===== config.mk =====
export PLATFORM = sky130hd
export DESIGN_NAME = sensor_calibration_interpolator_top
export DESIGN_NICKNAME = d
export VERILOG_FILES = /design/src/hdl/sci_pkg.sv /design/src/hdl/sci_front.sv /design/src/hdl/sci_back.sv /design/src/hdl/sensor_calibration_interpolator_top.sv
export SDC_FILE = /design/constraint.sdc
export NUM_CORES = 2
export LEC_CHECK = 0
export ABC_CLOCK_PERIOD_IN_PS = 17300
export BUFFER_PORTS_ARGS = -buffer_cell sky130_fd_sc_hd__buf_2
export CORE_ASPECT_RATIO = 0.8
export CORE_MARGIN = 2
export CORE_UTILIZATION = 55
export CTS_CLUSTER_SIZE = 24
export DETAILED_ROUTE_END_ITERATION = 6
export GPL_ROUTABILITY_DRIVEN = 0
export GPL_TIMING_DRIVEN = 0
export HOLD_SLACK_MARGIN = 0.1
export PLACE_DENSITY_LB_ADDON = 0.15
export SLEW_MARGIN = 20
export SYNTH_ARGS = -nofsm -noshare
export SYNTH_HDL_FRONTEND = slang
export SYNTH_SLANG_ARGS = --single-unit

===== constraint.sdc =====
create_clock -name clk -period 17.3 [get_ports clk]
set_input_delay 0.865 -clock clk [delete_from_list [all_inputs] [get_ports clk]]
set_output_delay 0.865 -clock clk [all_outputs]
set_load 0.005 [all_outputs]

===== src/hdl/sci_pkg.sv =====
`timescale 1ns / 1ps
package sci_pkg;

  localparam int RAW_W   = 16;
  localparam int REAL_W  = 24;
  localparam int IDX_W   = 6;
  localparam int CNT_W   = 7;
  localparam int DEPTH   = 64;
  localparam int FRAC_W  = 8;
  localparam int NUM_W   = RAW_W + 1;
  localparam int DY_W    = REAL_W + 1;
  localparam int PROD_W  = RAW_W + DY_W;
  localparam int VAL_W   = PROD_W + 2;
  localparam int DCNT_W  = $clog2(PROD_W);

  localparam logic signed [VAL_W-1:0] VAL_MAX = VAL_W'((64'sd1 <<< (REAL_W - 1)) - 64'sd1);
  localparam logic signed [VAL_W-1:0] VAL_MIN = VAL_W'(-(64'sd1 <<< (REAL_W - 1)));

  // Work classes decided when a request is accepted.
  typedef enum logic [1:0] {
    OP_LOAD,
    OP_PASS,
    OP_SINGLE,
    OP_SEARCH
  } op_t;

  typedef enum logic [2:0] {
    KIND_INTERP = 3'd0,
    KIND_LOW    = 3'd1,
    KIND_HIGH   = 3'd2,
    KIND_PASS   = 3'd3,
    KIND_SINGLE = 3'd4,
    KIND_LOAD   = 3'd5
  } kind_t;

  typedef enum logic [3:0] {
    ST_IDLE,
    ST_RD0,
    ST_RDL,
    ST_SCAN,
    ST_FA,
    ST_FB,
    ST_FC,
    ST_SETUP,
    ST_MUL,
    ST_DIV,
    ST_SUM,
    ST_SAT
  } st_t;

  // One request as it travels from the front queue to the back end.
  typedef struct packed {
    op_t                     op;
    logic [IDX_W-1:0]        idx;
    logic [RAW_W-1:0]        raw;
    logic signed [REAL_W-1:0] real_v;
  } item_t;

endpackage


===== src/hdl/sci_front.sv =====
`timescale 1ns / 1ps
module sci_front (
  input  logic                        clk,
  input  logic                        rst_n,
  input  logic                        push,
  output logic                        full,
  input  logic                        cmd,
  input  logic [sci_pkg::IDX_W-1:0]   idx,
  input  logic [sci_pkg::RAW_W-1:0]   entry_raw,
  input  logic signed [sci_pkg::REAL_W-1:0] entry_real,
  input  logic [sci_pkg::RAW_W-1:0]   sample_raw,
  input  logic [sci_pkg::CNT_W-1:0]   n,
  output logic                        deq_valid,
  input  logic                        deq_ready,
  output sci_pkg::item_t              deq_item
);
  import sci_pkg::*;

  item_t      q_r [2];
  logic       rd_ptr_r, wr_ptr_r;
  logic [1:0] cnt_r;
  logic       enq, deq;
  item_t      new_item;

  // Classify the request by command and table size.
  always_comb begin
    new_item.idx    = idx;
    new_item.real_v = entry_real;
    if (cmd == 1'b0) begin
      new_item.op  = OP_LOAD;
      new_item.raw = entry_raw;
    end else begin
      new_item.raw = sample_raw;
      if (n == '0) begin
        new_item.op = OP_PASS;
      end else if (n == CNT_W'(1)) begin
        new_item.op = OP_SINGLE;
      end else begin
        new_item.op = OP_SEARCH;
      end
    end
  end

  assign full      = (cnt_r == 2'd2);
  assign deq_valid = (cnt_r != 2'd0);
  assign deq_item  = q_r[rd_ptr_r];
  assign enq       = push && !full;
  assign deq       = deq_valid && deq_ready;

  // Two-entry queue storage.
  always_ff @(posedge clk) begin
    if (enq) begin
      q_r[wr_ptr_r] <= new_item;
    end
  end

  // Queue pointers and fill count.
  always_ff @(posedge clk) begin
    if (!rst_n) begin
      rd_ptr_r <= 1'b0;
      wr_ptr_r <= 1'b0;
      cnt_r    <= 2'd0;
    end else begin
      if (enq) wr_ptr_r <= !wr_ptr_r;
      if (deq) rd_ptr_r <= !rd_ptr_r;
      cnt_r <= cnt_r + {1'b0, enq} - {1'b0, deq};
    end
  end

endmodule


===== src/hdl/sci_back.sv =====
`timescale 1ns / 1ps
module sci_back (
  input  logic                        clk,
  input  logic                        rst_n,
  input  logic                        in_valid,
  output logic                        in_ready,
  input  sci_pkg::item_t              in_item,
  input  logic [sci_pkg::CNT_W-1:0]   n,
  output logic                        empty,
  input  logic                        pop,
  output logic signed [sci_pkg::REAL_W-1:0] res_value,
  output logic [2:0]                  res_kind,
  output logic                        res_sat
);
  import sci_pkg::*;

  logic [RAW_W-1:0]         raw_mem  [DEPTH];
  logic signed [REAL_W-1:0] real_mem [DEPTH];
  logic [RAW_W-1:0]         rd_raw_r;
  logic signed [REAL_W-1:0] rd_real_r;
  logic [IDX_W-1:0]         mem_addr;
  logic                     mem_we;

  st_t                      st_r, st_nxt;
  item_t                    item_r, item_nxt;
  logic [IDX_W-1:0]         idx_r, idx_nxt, a_r, a_nxt, last;
  logic [RAW_W-1:0]         prev_r, prev_nxt, raw0_r, raw0_nxt;
  logic [RAW_W-1:0]         x0_r, x0_nxt, x1_r, x1_nxt;
  logic signed [REAL_W-1:0] y0_r, y0_nxt, y1_r, y1_nxt;
  logic                     up_r, up_nxt, use_last_r, use_last_nxt, neg_r, neg_nxt;
  kind_t                    kind_r, kind_nxt;
  logic [RAW_W-1:0]         un_r, un_nxt, ud_r, ud_nxt;
  logic [DY_W-1:0]          uy_r, uy_nxt;
  logic [RAW_W-1:0]         rem_r, rem_nxt;
  logic [PROD_W-1:0]        sh_r, sh_nxt;
  logic [DCNT_W-1:0]        dcnt_r, dcnt_nxt;
  logic signed [VAL_W-1:0]  val_r, val_nxt;
  logic                     out_valid_r, out_valid_nxt;
  logic signed [REAL_W-1:0] out_value_r, out_value_nxt;
  kind_t                    out_kind_r, out_kind_nxt;
  logic                     out_sat_r, out_sat_nxt;

  logic                     out_free, hit;
  logic [NUM_W:0]           trial;
  logic signed [NUM_W-1:0]  num, den;
  logic signed [DY_W-1:0]   dy;
  logic signed [VAL_W-1:0]  y0_ext, q_ext;

  assign last     = IDX_W'(n - CNT_W'(1));
  assign out_free = !out_valid_r || pop;
  assign in_ready = (st_r == ST_IDLE);
  assign mem_we   = in_ready && in_valid && (in_item.op == OP_LOAD);

  // Table memories with registered read.
  always_ff @(posedge clk) begin
    if (mem_we) begin
      raw_mem[in_item.idx]  <= in_item.raw;
      real_mem[in_item.idx] <= in_item.real_v;
    end
    rd_raw_r  <= raw_mem[mem_addr];
    rd_real_r <= real_mem[mem_addr];
  end

  // Segment test on the pair now at hand.
  always_comb begin
    if (up_r) begin
      hit = (item_r.raw >= prev_r) && (item_r.raw <= rd_raw_r);
    end else begin
      hit = (item_r.raw <= prev_r) && (item_r.raw >= rd_raw_r);
    end
  end

  // Next state.
  always_comb begin
    st_nxt = st_r;
    case (st_r)
      ST_IDLE: begin
        if (in_valid) begin
          if (in_item.op == OP_LOAD || in_item.op == OP_PASS) begin
            st_nxt = ST_SAT;
          end else begin
            st_nxt = ST_RD0;
          end
        end
      end
      ST_RD0:   st_nxt = (item_r.op == OP_SINGLE) ? ST_SAT : ST_RDL;
      ST_RDL:   st_nxt = ST_SCAN;
      ST_SCAN:  if (hit || idx_r == last) st_nxt = ST_FA;
      ST_FA:    st_nxt = ST_FB;
      ST_FB:    st_nxt = ST_FC;
      ST_FC:    st_nxt = ST_SETUP;
      ST_SETUP: st_nxt = (x0_r == x1_r) ? ST_SAT : ST_MUL;
      ST_MUL:   st_nxt = ST_DIV;
      ST_DIV:   if (dcnt_r == DCNT_W'(PROD_W - 1)) st_nxt = ST_SUM;
      ST_SUM:   st_nxt = ST_SAT;
      ST_SAT:   if (out_free) st_nxt = ST_IDLE;
      default:  st_nxt = ST_IDLE;
    endcase
  end

  // Datapath and memory address per state.
  always_comb begin
    item_nxt      = item_r;
    idx_nxt       = idx_r;
    a_nxt         = a_r;
    prev_nxt      = prev_r;
    raw0_nxt      = raw0_r;
    x0_nxt        = x0_r;
    x1_nxt        = x1_r;
    y0_nxt        = y0_r;
    y1_nxt        = y1_r;
    up_nxt        = up_r;
    use_last_nxt  = use_last_r;
    neg_nxt       = neg_r;
    kind_nxt      = kind_r;
    un_nxt        = un_r;
    ud_nxt        = ud_r;
    uy_nxt        = uy_r;
    rem_nxt       = rem_r;
    sh_nxt        = sh_r;
    dcnt_nxt      = dcnt_r;
    val_nxt       = val_r;
    out_valid_nxt = out_valid_r && !pop;
    out_value_nxt = out_value_r;
    out_kind_nxt  = out_kind_r;
    out_sat_nxt   = out_sat_r;
    mem_addr      = '0;
    num           = '0;
    den           = '0;
    dy            = '0;
    trial         = '0;
    y0_ext        = VAL_W'(y0_r);
    q_ext         = $signed({2'b00, sh_r});
    case (st_r)
      ST_IDLE: begin
        item_nxt = in_item;
        case (in_item.op)
          OP_LOAD: begin
            val_nxt  = '0;
            kind_nxt = KIND_LOAD;
          end
          OP_PASS: begin
            val_nxt  = $signed({{(VAL_W - RAW_W - FRAC_W){1'b0}}, in_item.raw, {FRAC_W{1'b0}}});
            kind_nxt = KIND_PASS;
          end
          default: kind_nxt = KIND_SINGLE;
        endcase
      end
      ST_RD0: begin
        val_nxt  = VAL_W'(rd_real_r);
        raw0_nxt = rd_raw_r;
        mem_addr = last;
      end
      ST_RDL: begin
        up_nxt   = (raw0_r <= rd_raw_r);
        prev_nxt = raw0_r;
        idx_nxt  = IDX_W'(1);
        mem_addr = IDX_W'(1);
      end
      ST_SCAN: begin
        if (hit) begin
          a_nxt        = idx_r - IDX_W'(1);
          kind_nxt     = KIND_INTERP;
          use_last_nxt = 1'b0;
        end else if (idx_r == last) begin
          if (item_r.raw < raw0_r) begin
            a_nxt        = '0;
            kind_nxt     = KIND_LOW;
            use_last_nxt = 1'b0;
          end else begin
            a_nxt        = last - IDX_W'(1);
            kind_nxt     = KIND_HIGH;
            use_last_nxt = 1'b1;
          end
        end else begin
          prev_nxt = rd_raw_r;
          idx_nxt  = idx_r + IDX_W'(1);
          mem_addr = idx_r + IDX_W'(1);
        end
      end
      ST_FA: mem_addr = a_r;
      ST_FB: begin
        x0_nxt   = rd_raw_r;
        y0_nxt   = rd_real_r;
        mem_addr = a_r + IDX_W'(1);
      end
      ST_FC: begin
        x1_nxt = rd_raw_r;
        y1_nxt = rd_real_r;
      end
      // Signs and magnitudes of the three differences.
      ST_SETUP: begin
        num = $signed({1'b0, item_r.raw}) - $signed({1'b0, x0_r});
        den = $signed({1'b0, x1_r}) - $signed({1'b0, x0_r});
        dy  = DY_W'(y1_r) - DY_W'(y0_r);
        un_nxt  = num[NUM_W-1] ? RAW_W'(-num) : RAW_W'(num);
        ud_nxt  = den[NUM_W-1] ? RAW_W'(-den) : RAW_W'(den);
        uy_nxt  = dy[DY_W-1] ? DY_W'(-dy) : DY_W'(dy);
        neg_nxt = num[NUM_W-1] ^ den[NUM_W-1] ^ dy[DY_W-1];
        val_nxt = use_last_r ? VAL_W'(y1_r) : VAL_W'(y0_r);
      end
      ST_MUL: begin
        sh_nxt   = PROD_W'(un_r) * PROD_W'(uy_r);
        rem_nxt  = '0;
        dcnt_nxt = '0;
      end
      // Restoring division, one quotient bit per cycle.
      ST_DIV: begin
        trial = {1'b0, rem_r, sh_r[PROD_W-1]};
        if (trial >= {2'b00, ud_r}) begin
          rem_nxt = RAW_W'(trial - {2'b00, ud_r});
          sh_nxt  = {sh_r[PROD_W-2:0], 1'b1};
        end else begin
          rem_nxt = RAW_W'(trial);
          sh_nxt  = {sh_r[PROD_W-2:0], 1'b0};
        end
        dcnt_nxt = dcnt_r + DCNT_W'(1);
      end
      ST_SUM: val_nxt = neg_r ? (y0_ext - q_ext) : (y0_ext + q_ext);
      // Clip to the output range and hand over to the result register.
      ST_SAT: begin
        if (out_free) begin
          out_valid_nxt = 1'b1;
          out_kind_nxt  = kind_r;
          if (val_r > VAL_MAX) begin
            out_value_nxt = REAL_W'(VAL_MAX);
            out_sat_nxt   = 1'b1;
          end else if (val_r < VAL_MIN) begin
            out_value_nxt = REAL_W'(VAL_MIN);
            out_sat_nxt   = 1'b1;
          end else begin
            out_value_nxt = REAL_W'(val_r);
            out_sat_nxt   = 1'b0;
          end
        end
      end
      default: ;
    endcase
  end

  // Control registers.
  always_ff @(posedge clk) begin
    if (!rst_n) begin
      st_r        <= ST_IDLE;
      out_valid_r <= 1'b0;
    end else begin
      st_r        <= st_nxt;
      out_valid_r <= out_valid_nxt;
    end
  end

  // Payload registers.
  always_ff @(posedge clk) begin
    item_r      <= item_nxt;
    idx_r       <= idx_nxt;
    a_r         <= a_nxt;
    prev_r      <= prev_nxt;
    raw0_r      <= raw0_nxt;
    x0_r        <= x0_nxt;
    x1_r        <= x1_nxt;
    y0_r        <= y0_nxt;
    y1_r        <= y1_nxt;
    up_r        <= up_nxt;
    use_last_r  <= use_last_nxt;
    neg_r       <= neg_nxt;
    kind_r      <= kind_nxt;
    un_r        <= un_nxt;
    ud_r        <= ud_nxt;
    uy_r        <= uy_nxt;
    rem_r       <= rem_nxt;
    sh_r        <= sh_nxt;
    dcnt_r      <= dcnt_nxt;
    val_r       <= val_nxt;
    out_value_r <= out_value_nxt;
    out_kind_r  <= out_kind_nxt;
    out_sat_r   <= out_sat_nxt;
  end

  assign empty     = !out_valid_r;
  assign res_value = out_value_r;
  assign res_kind  = out_kind_r;
  assign res_sat   = out_sat_r;

endmodule


===== src/hdl/sensor_calibration_interpolator_top.sv =====
`timescale 1ns / 1ps
// Channel   Ports                                  Request accepted when
// input     push/full, in_*                        push && !full
// result    empty/pop, out_*                       pop && !empty
// config    psel/penable/pwrite/paddr/pwdata/...   psel && penable && pwrite
//
// A load or a passthrough conversion goes from acceptance straight to the result
// stage; a single-entry conversion first reads entry 0. A search conversion reads
// one table entry per cycle through the single memory read port, then runs a
// restoring divider for a 41-bit quotient unless the segment has zero width.
// Synchronous active-low reset clears control state; the tables are not cleared.
// A two-entry queue lets requests arrive while a conversion is running.
module sensor_calibration_interpolator_top (
  input  logic                        clk,
  input  logic                        rst_n,
  input  logic                        push,
  output logic                        full,
  input  logic                        in_command,
  input  logic [sci_pkg::IDX_W-1:0]   in_entry_index,
  input  logic [sci_pkg::RAW_W-1:0]   in_entry_raw,
  input  logic signed [sci_pkg::REAL_W-1:0] in_entry_real,
  input  logic [sci_pkg::RAW_W-1:0]   in_sample_raw,
  output logic                        empty,
  input  logic                        pop,
  output logic signed [sci_pkg::REAL_W-1:0] out_real_value,
  output logic [2:0]                  out_result_kind,
  output logic                        out_saturated,
  input  logic                        psel,
  input  logic                        penable,
  input  logic                        pwrite,
  input  logic [2:0]                  paddr,
  input  logic [31:0]                 pwdata,
  output logic [31:0]                 prdata,
  output logic                        pready
);
  import sci_pkg::*;

  logic [CNT_W-1:0] entries_used_r;
  logic [CNT_W-1:0] n;
  logic             deq_valid, bk_ready;
  item_t            deq_item;

  // Configuration register.
  assign pready = 1'b1;
  assign prdata = (paddr[2] == 1'b0) ? {{(32 - CNT_W){1'b0}}, entries_used_r} : '0;

  always_ff @(posedge clk) begin
    if (!rst_n) begin
      entries_used_r <= '0;
    end else if (psel && penable && pwrite && pready && paddr[2] == 1'b0) begin
      entries_used_r <= pwdata[CNT_W-1:0];
    end
  end

  // Counts above the table depth act as a full table.
  assign n = (entries_used_r > CNT_W'(DEPTH)) ? CNT_W'(DEPTH) : entries_used_r;

  sci_front u_front (
    .clk        (clk),
    .rst_n      (rst_n),
    .push       (push),
    .full       (full),
    .cmd        (in_command),
    .idx        (in_entry_index),
    .entry_raw  (in_entry_raw),
    .entry_real (in_entry_real),
    .sample_raw (in_sample_raw),
    .n          (n),
    .deq_valid  (deq_valid),
    .deq_ready  (bk_ready),
    .deq_item   (deq_item)
  );

  sci_back u_back (
    .clk       (clk),
    .rst_n     (rst_n),
    .in_valid  (deq_valid),
    .in_ready  (bk_ready),
    .in_item   (deq_item),
    .n         (n),
    .empty     (empty),
    .pop       (pop),
    .res_value (out_real_value),
    .res_kind  (out_result_kind),
    .res_sat   (out_saturated)
  );

`ifndef SYNTHESIS
  a_sat_at_limit: assert property (@(posedge clk) disable iff (!rst_n)
    (!empty && out_saturated) |->
      (out_real_value == REAL_W'(VAL_MAX) || out_real_value == REAL_W'(VAL_MIN)))
    else $error("saturated result not at a range limit");

  a_load_result: assert property (@(posedge clk) disable iff (!rst_n)
    (!empty && out_result_kind == KIND_LOAD) |-> (out_real_value == '0 && !out_saturated))
    else $error("load result carries a value");

  a_back_busy: assert property (@(posedge clk) disable iff (!rst_n)
    (deq_valid && bk_ready) |=> !bk_ready)
    else $error("back end took a request without going busy");
`endif

endmodule


Word level (Yosys, flattened, before mapping)
Memories as Yosys holds them, arrays and structs flattened. A register that Yosys moved wholly into a read port is not among the register bits.
Cells that the tools add are included.
{"block": "totals", "wordCells": 179, "in_bits": 105, "n_memories": 3, "output_inout_bits": 63, "register_bits": 355, "mem_bits_rw": 2656}
{"block": "classes", "muxes": 56, "add_sub_neg": 17, "multipliers": 1, "n_lt_le_gt_ge": 10, "bitwise_logic": 3, "n_reduce_logical": 32, "n_eq_ne": 26}
{"name": "u_back.real_mem", "words": 64, "word_bits": 24, "rd": 1, "rd_clocked_by_memory_dff": 1, "wr": 1, "line_no": "sci_back.sv:18", "rtl": "logic signed [REAL_W-1:0] real_mem [DEPTH];"}
{"name": "u_back.raw_mem", "words": 64, "word_bits": 16, "rd": 1, "rd_clocked_by_memory_dff": 1, "wr": 1, "line_no": "sci_back.sv:17", "rtl": "logic [RAW_W-1:0] raw_mem [DEPTH];"}
{"name": "u_front.q_r", "words": 2, "word_bits": 48, "rd": 1, "rd_clocked_by_memory_dff": 1, "wr": 1, "line_no": "sci_front.sv:19", "rtl": "item_t q_r [2];"}
{"operator": "$pmux W43 S4", "count": 1}
{"operator": "$mux W16", "count": 6}
{"operator": "$mux W43", "count": 2}
{"operator": "$pmux W43 S2", "count": 1}
{"operator": "$pmux W41 S2", "count": 1}
{"operator": "$pmux W16 S2", "count": 2}
{"operator": "$le A16 B16 Y1", "count": 3}
{"operator": "$mux W24", "count": 2}
{"operator": "$pmux W4 S12", "count": 1}
{"operator": "$add A24 B42 Y43", "count": 1}
{"operator": "$gt A43 B24 Y1 const B", "count": 1}
{"operator": "$lt A43 B24 Y1 const B", "count": 1}
{"operator": "$sub A24 B42 Y43", "count": 1}
{"operator": "$mux W6", "count": 7}
{"operator": "$mul A16 B25 Y41", "count": 1}
{"operator": "$sub A16 B16 Y17", "count": 2}
{"operator": "$ge A16 B16 Y1", "count": 2}
{"operator": "$neg A16 Y16", "count": 2}
{"operator": "$pmux W6 S5", "count": 1}
{"operator": "$neg A25 Y25", "count": 1}
{"operator": "$sub A24 B24 Y25", "count": 1}
{"operator": "$mux W4", "count": 6}
{"operator": "$pmux W6 S2", "count": 2}
{"operator": "$add A6 B1 Y6 const B", "count": 3}
{"operator": "other kinds (39)", "count": 94}

Depth between registers and ports, before layout
{"block": "logic_depth", "word_depth": 7, "ltp_mapped": 27, "ltp_nobuf": 25}

Modules after synthesis
Synthesis repeated with hierarchy kept, for this count alone.
{"block": "unflattened", "hier_cells": 10950, "hier_area_um2": 140638.6}
{"module": "sci_back", "cells_each": 10679, "area_each_um2": 136135.6, "n_inst": 1, "seq_area_each_um2": 87954.4}
{"module": "sci_front", "cells_each": 198, "area_each_um2": 3910.0, "n_inst": 1, "seq_area_each_um2": 2982.9}
{"module": "sensor_calibration_interpolator_top", "cells_each": 73, "area_each_um2": 593.1, "n_inst": 1, "seq_area_each_um2": 140.1}

Worst setup path after synthesis
No wires, ideal clock.
{"block": "synth_timing", "kind": "register to register", "start": "register u_back.un_r[7]", "end": "register u_back.sh_r[37], data pin", "slack_ps": 10575, "path_buffers": 2, "setup_time_ps": 267, "arrival_ps": 6458, "stages_incl_launch_ff": 25, "path_cell_list": "edfxtp_1 -> clkbuf_1 -> clkbuf_1 -> nand2_1 -> fa_1 -> inv_1 -> fa_1 -> fa_1 -> fa_1 -> fa_1 -> inv_1 -> fa_1 -> inv_1 -> ha_1 -> a21o_1 -> a211o_1 -> a2111oi_0 -> a21oi_1 -> o221ai_1 -> o221ai_1 -> nor3b_1 -> o31ai_1 -> nand2b_1 -> xnor2_1 -> o21ai_0"}
{"block": "synth_between", "elab_chain_cells": 2}
{"item": "start: declaration", "line_no": "sci_back.sv:32", "rtl": "logic [RAW_W-1:0] un_r, un_nxt, ud_r, ud_nxt;"}
{"item": "start signal: assignment", "line_no": "sci_back.sv:267", "rtl": "un_r <= un_nxt;"}
{"item": "$mul A16 B25 Y41", "line_no": "sci_back.sv:203", "rtl": "sh_nxt = PROD_W'(un_r) * PROD_W'(uy_r);"}
{"item": "$pmux W41 S2", "line_no": "sci_back.sv:134", "rtl": "case (st_r)"}
{"item": "net u_back.sh_nxt[37]", "line_no": "sci_back.sv:35", "rtl": "logic [PROD_W-1:0] sh_r, sh_nxt;"}
{"item": "end signal: assignment", "line_no": "sci_back.sv:271", "rtl": "sh_r <= sh_nxt;"}
{"item": "end: declaration", "line_no": "sci_back.sv:35"}
The timed path passes the listed nets, and every way through them passes these cells.
A chain may end at the register's enable or synchronous reset.

Final worst setup path
Ends and elaborated chain as after synthesis.

==> impl_metrics.tcl <==
set metrics [dict create \
    die_area_um2 254000 \
    r2r-start "u_back.un_r[7]$_DFFE_PP_" \
    final_max_slew_viol_count 0 \
    grt_pass1_wl_mm 607 \
    ant_nets 0 \
    worstMarginPinSlew_ns 1.31 \
    cp_data_arrival_time_ns 9.36 \
    post_cts_buffers 0 \
    antenna_found_initial 49 \
    fmax_ghz 0.114 \
    maxSlewHeadroom 0.130 \
    cts_buffers 302 \
    ctsResizeCount 0 \
    start_kind "register" \
    hpwl_mm 309 \
    synthTopCellsByCount "edfxtp_1 (2995), nand2_1 (1706), nand3_1 (549)" \
    drt_iter0_markers 15300 \
    violations "design-rule violations" \
    fin_setup_tns_ns 0 \
    grt_pass1_vias 85000 \
    powerDensity_nw_per_um2 160 \
    hold_viol 0 \
    avgSynthCellArea_um2 14.3 \
    synth_edf_count 2995 \
    finalPower_mw 25.0 \
    synth_cell_types 86 \
    drc 10 \
    hold_path.startpoint "in_entry_real[19]" \
    period_minus_slack_ns 8.75 \
    wl_mm 429 \
    critPathKind "reg -> reg" \
    htreeDepth 5 \
    maxCapViolCount 0 \
    syn2layout_area_growth_pct 13.8 \
    synth_area_leaders "edfxtp_1 (65%), mux4_2 (5.1%), fa_1 (4.7%), nand2_1 (4.7%), ha_1 (2.8%)" \
    drive_above_1_share 0.128 \
    synth_top_area_share 0.654 \
    rsz0062_at_grt "no" \
    period_share 0.506 \
    grt_max_degree 67 \
    synthFlopType "edfxtp_1" \
    syn_area_um2 138000 \
    grt_usage 0.336 \
    clk_latency_ns 0.89 \
    fill_cells 17900 \
    clkTransAtPathRegs_ns 0.07 \
    required_ns 17.92 \
    finalSetupViolCount 0 \
    peakVddDrop_v 0.000120 \
    crit_start "u_back.un_r[7]$_DFFE_PP_" \
    fin_nets 11000 \
    yosysTopAreaCell "edfxtp_1" \
    die_h_um 451 \
    finalCoreUtilization 0.628 \
    cts_buffer_depth 4 \
    tritoncts "yes" \
    status "finished with violations" \
    finalClockSkew_ns 0.0554 \
    pin_count 168 \
    routed-via-count 89300 \
    grt-ovfl-total 0 \
    die_w_um 563 \
    ys_ff_latch 3052 \
    port_buffers 113 \
    drt_pass1_iterations 7 \
    cts-root-buf "clkbuf_16" \
    row_count 164 \
    yosys_warnings 0 \
    cts.sinks 3052 \
    async_flop_share 0 \
    cp_max_fo 10 \
    core_area_um2 249000 \
    yosysMostFrequentCell "edfxtp_1" \
    worstSetupEndpointType "register" \
    ctsHoldBuffers 0 \
    vias_per_cell 6.46 \
    hold_slack_ns 0.164 \
    hold_path_class "in -> reg" \
    postSynthCellCount 9642 \
    wl_per_cell_um 31.0 \
    start_util 0.552 \
    synth.yosys.seq_area_share 0.662 \
    p_leak_nw 54.9 \
]
==> layout make-up <==
cell class                      instances  area [µm²]  share of cell area
Clock inverter                        148        1410             0.00903
Multi-Input combinational cell       5571       43100               0.275
Clock buffer                          378        8070              0.0516
Timing Repair Buffer                  290        4350              0.0278
Antenna cell                           33        82.6            0.000527
Buffer                                496        2260              0.0144
Inverter                              547        2050              0.0131
Sequential cell                      3052       91100               0.582
Tap cell                             3320        4150              0.0265
==> power by group <==
part,leakage (nW),internal (mW),switching (mW)
combinational,22.8,2.58,6.43
sequential,27.5,9.21,0.280
clock,4.63,3.68,2.79
==> path summary, 6_finish.rpt <==
path	endpoint	slack [ns]	depth (start not counted)
max	u_back.sh_r[37]$_DFFE_PP_	8.55	24
min reg2reg	u_back.res_kind[1]$_DFFE_PP_	0.43	0
min	u_front.q_r[0][19]$_DFFE_PP_	0.16	1
max reg2reg	u_back.sh_r[37]$_DFFE_PP_	8.55	24
==> state kept, by name, indices dropped and copies added, names as in the netlist, 18 cells and up, named ones only <==
signal	flops
u_back.res_value	24
u_back.y1_r	24
u_back.val_r	43
u_back.raw_mem	1024
u_front.q_r	96
u_back.item_r	18
u_back.real_mem	1536
u_back.rd_real_r	24
u_back.y0_r	24
u_back.uy_r	25
u_back.sh_r	41
==> cells in the final DEF, fill, tap and decap left out, types with 26 or more instances in the layout <==
master / n
a21o_1: 59
a21oi_1: 178
a22oi_1: 110
a31oi_1: 128
a32oi_1: 69
and2_1: 182
buf_1: 33
buf_12: 88
buf_16: 68
buf_2: 221
buf_4: 50
clkbuf_1: 363
clkbuf_16: 310
clkinv_1: 57
clkinv_2: 43
conb_1: 26
dfxtp_1: 57
diode_2: 33
edfxtp_1: 2995
fa_1: 325
ha_1: 307
inv_1: 546
mux2_4: 40
mux2i_1: 99
mux4_2: 311
nand2_1: 1706
nand3_1: 549
nand4_1: 226
nor2_1: 229
nor2_4: 67
nor2b_1: 46
nor3_1: 63
o21a_1: 30
o21ai_0: 163
or3_1: 66
xnor2_1: 183
xor2_1: 63
==> cells by family (layout without fill, tap and decap cells) <==
| logic type | Yosys count | count (layout) | synth area share |
|---|---|---|---|
| other | 2 | 59 | 0.0000546 |
| AND/OR/NAND/NOR | 3257 | 3257 | 0.107 |
| adder cells (fa/ha/maj) | 632 | 632 | 0.0752 |
| buffers and inverters | 1043 | 1859 | 0.0313 |
| AO/OA/AOI/OAI | 937 | 937 | 0.0460 |
| XOR/XNOR | 246 | 246 | 0.0157 |
| flip-flops | 3052 | 3052 | 0.662 |
| multiplexers | 473 | 473 | 0.0632 |
==> worst max-delay path, cell delays in order, from the launching register on <==
cell,delay [ns]
edfxtp_1,0.38
clkbuf_1,0.68
clkbuf_1,0.54
nand2_1,0.16
fa_1,0.56
inv_1,0.06
fa_1,0.50
fa_1,0.54
fa_1,0.43
fa_1,0.52
inv_1,0.05
fa_1,0.56
inv_1,0.06
ha_1,0.35
a21o_1,0.19
a211o_1,0.29
a2111oi_0,0.54
a21oi_1,0.26
o221ai_1,0.45
o221ai_1,0.25
nor3b_1,0.21
o31ai_1,0.25
nand2b_1,0.10
xnor2_1,0.42
o21ai_0,0.15
==> per-stage QoR <==
step / instance area [µm²] / setup WS [ns] / cells
3_3_place_gp: 142000 / 8.66 / 13100
2_1_floorplan: 138000 / 10.57 / 9666
4_1_cts: 156000 / 8.69 / 13800
6_report: 157000 / 8.55 / 13800
5_1_grt: 157000 / 8.20 / 13800
3_5_place_dp: 147000 / 8.66 / 13300
==> layer usage <==
| layer | wire length (µm) | GRT usage | part of all wire | vias up |
|---|---|---|---|---|
| met4 | 15300 | 0.101 | 0.036 | 36 |
| met1 | 170000 | 0.498 | 0.39 | 45200 |
| met3 | 72000 | 0.141 | 0.17 | 855 |
| li1 | - | - | - | 36900 |
| met2 | 172000 | 0.450 | 0.40 | 6396 |
| met5 | 389 | 0 | 0.00091 | - |
Note: power is estimated with default switching activity, not from simulation.
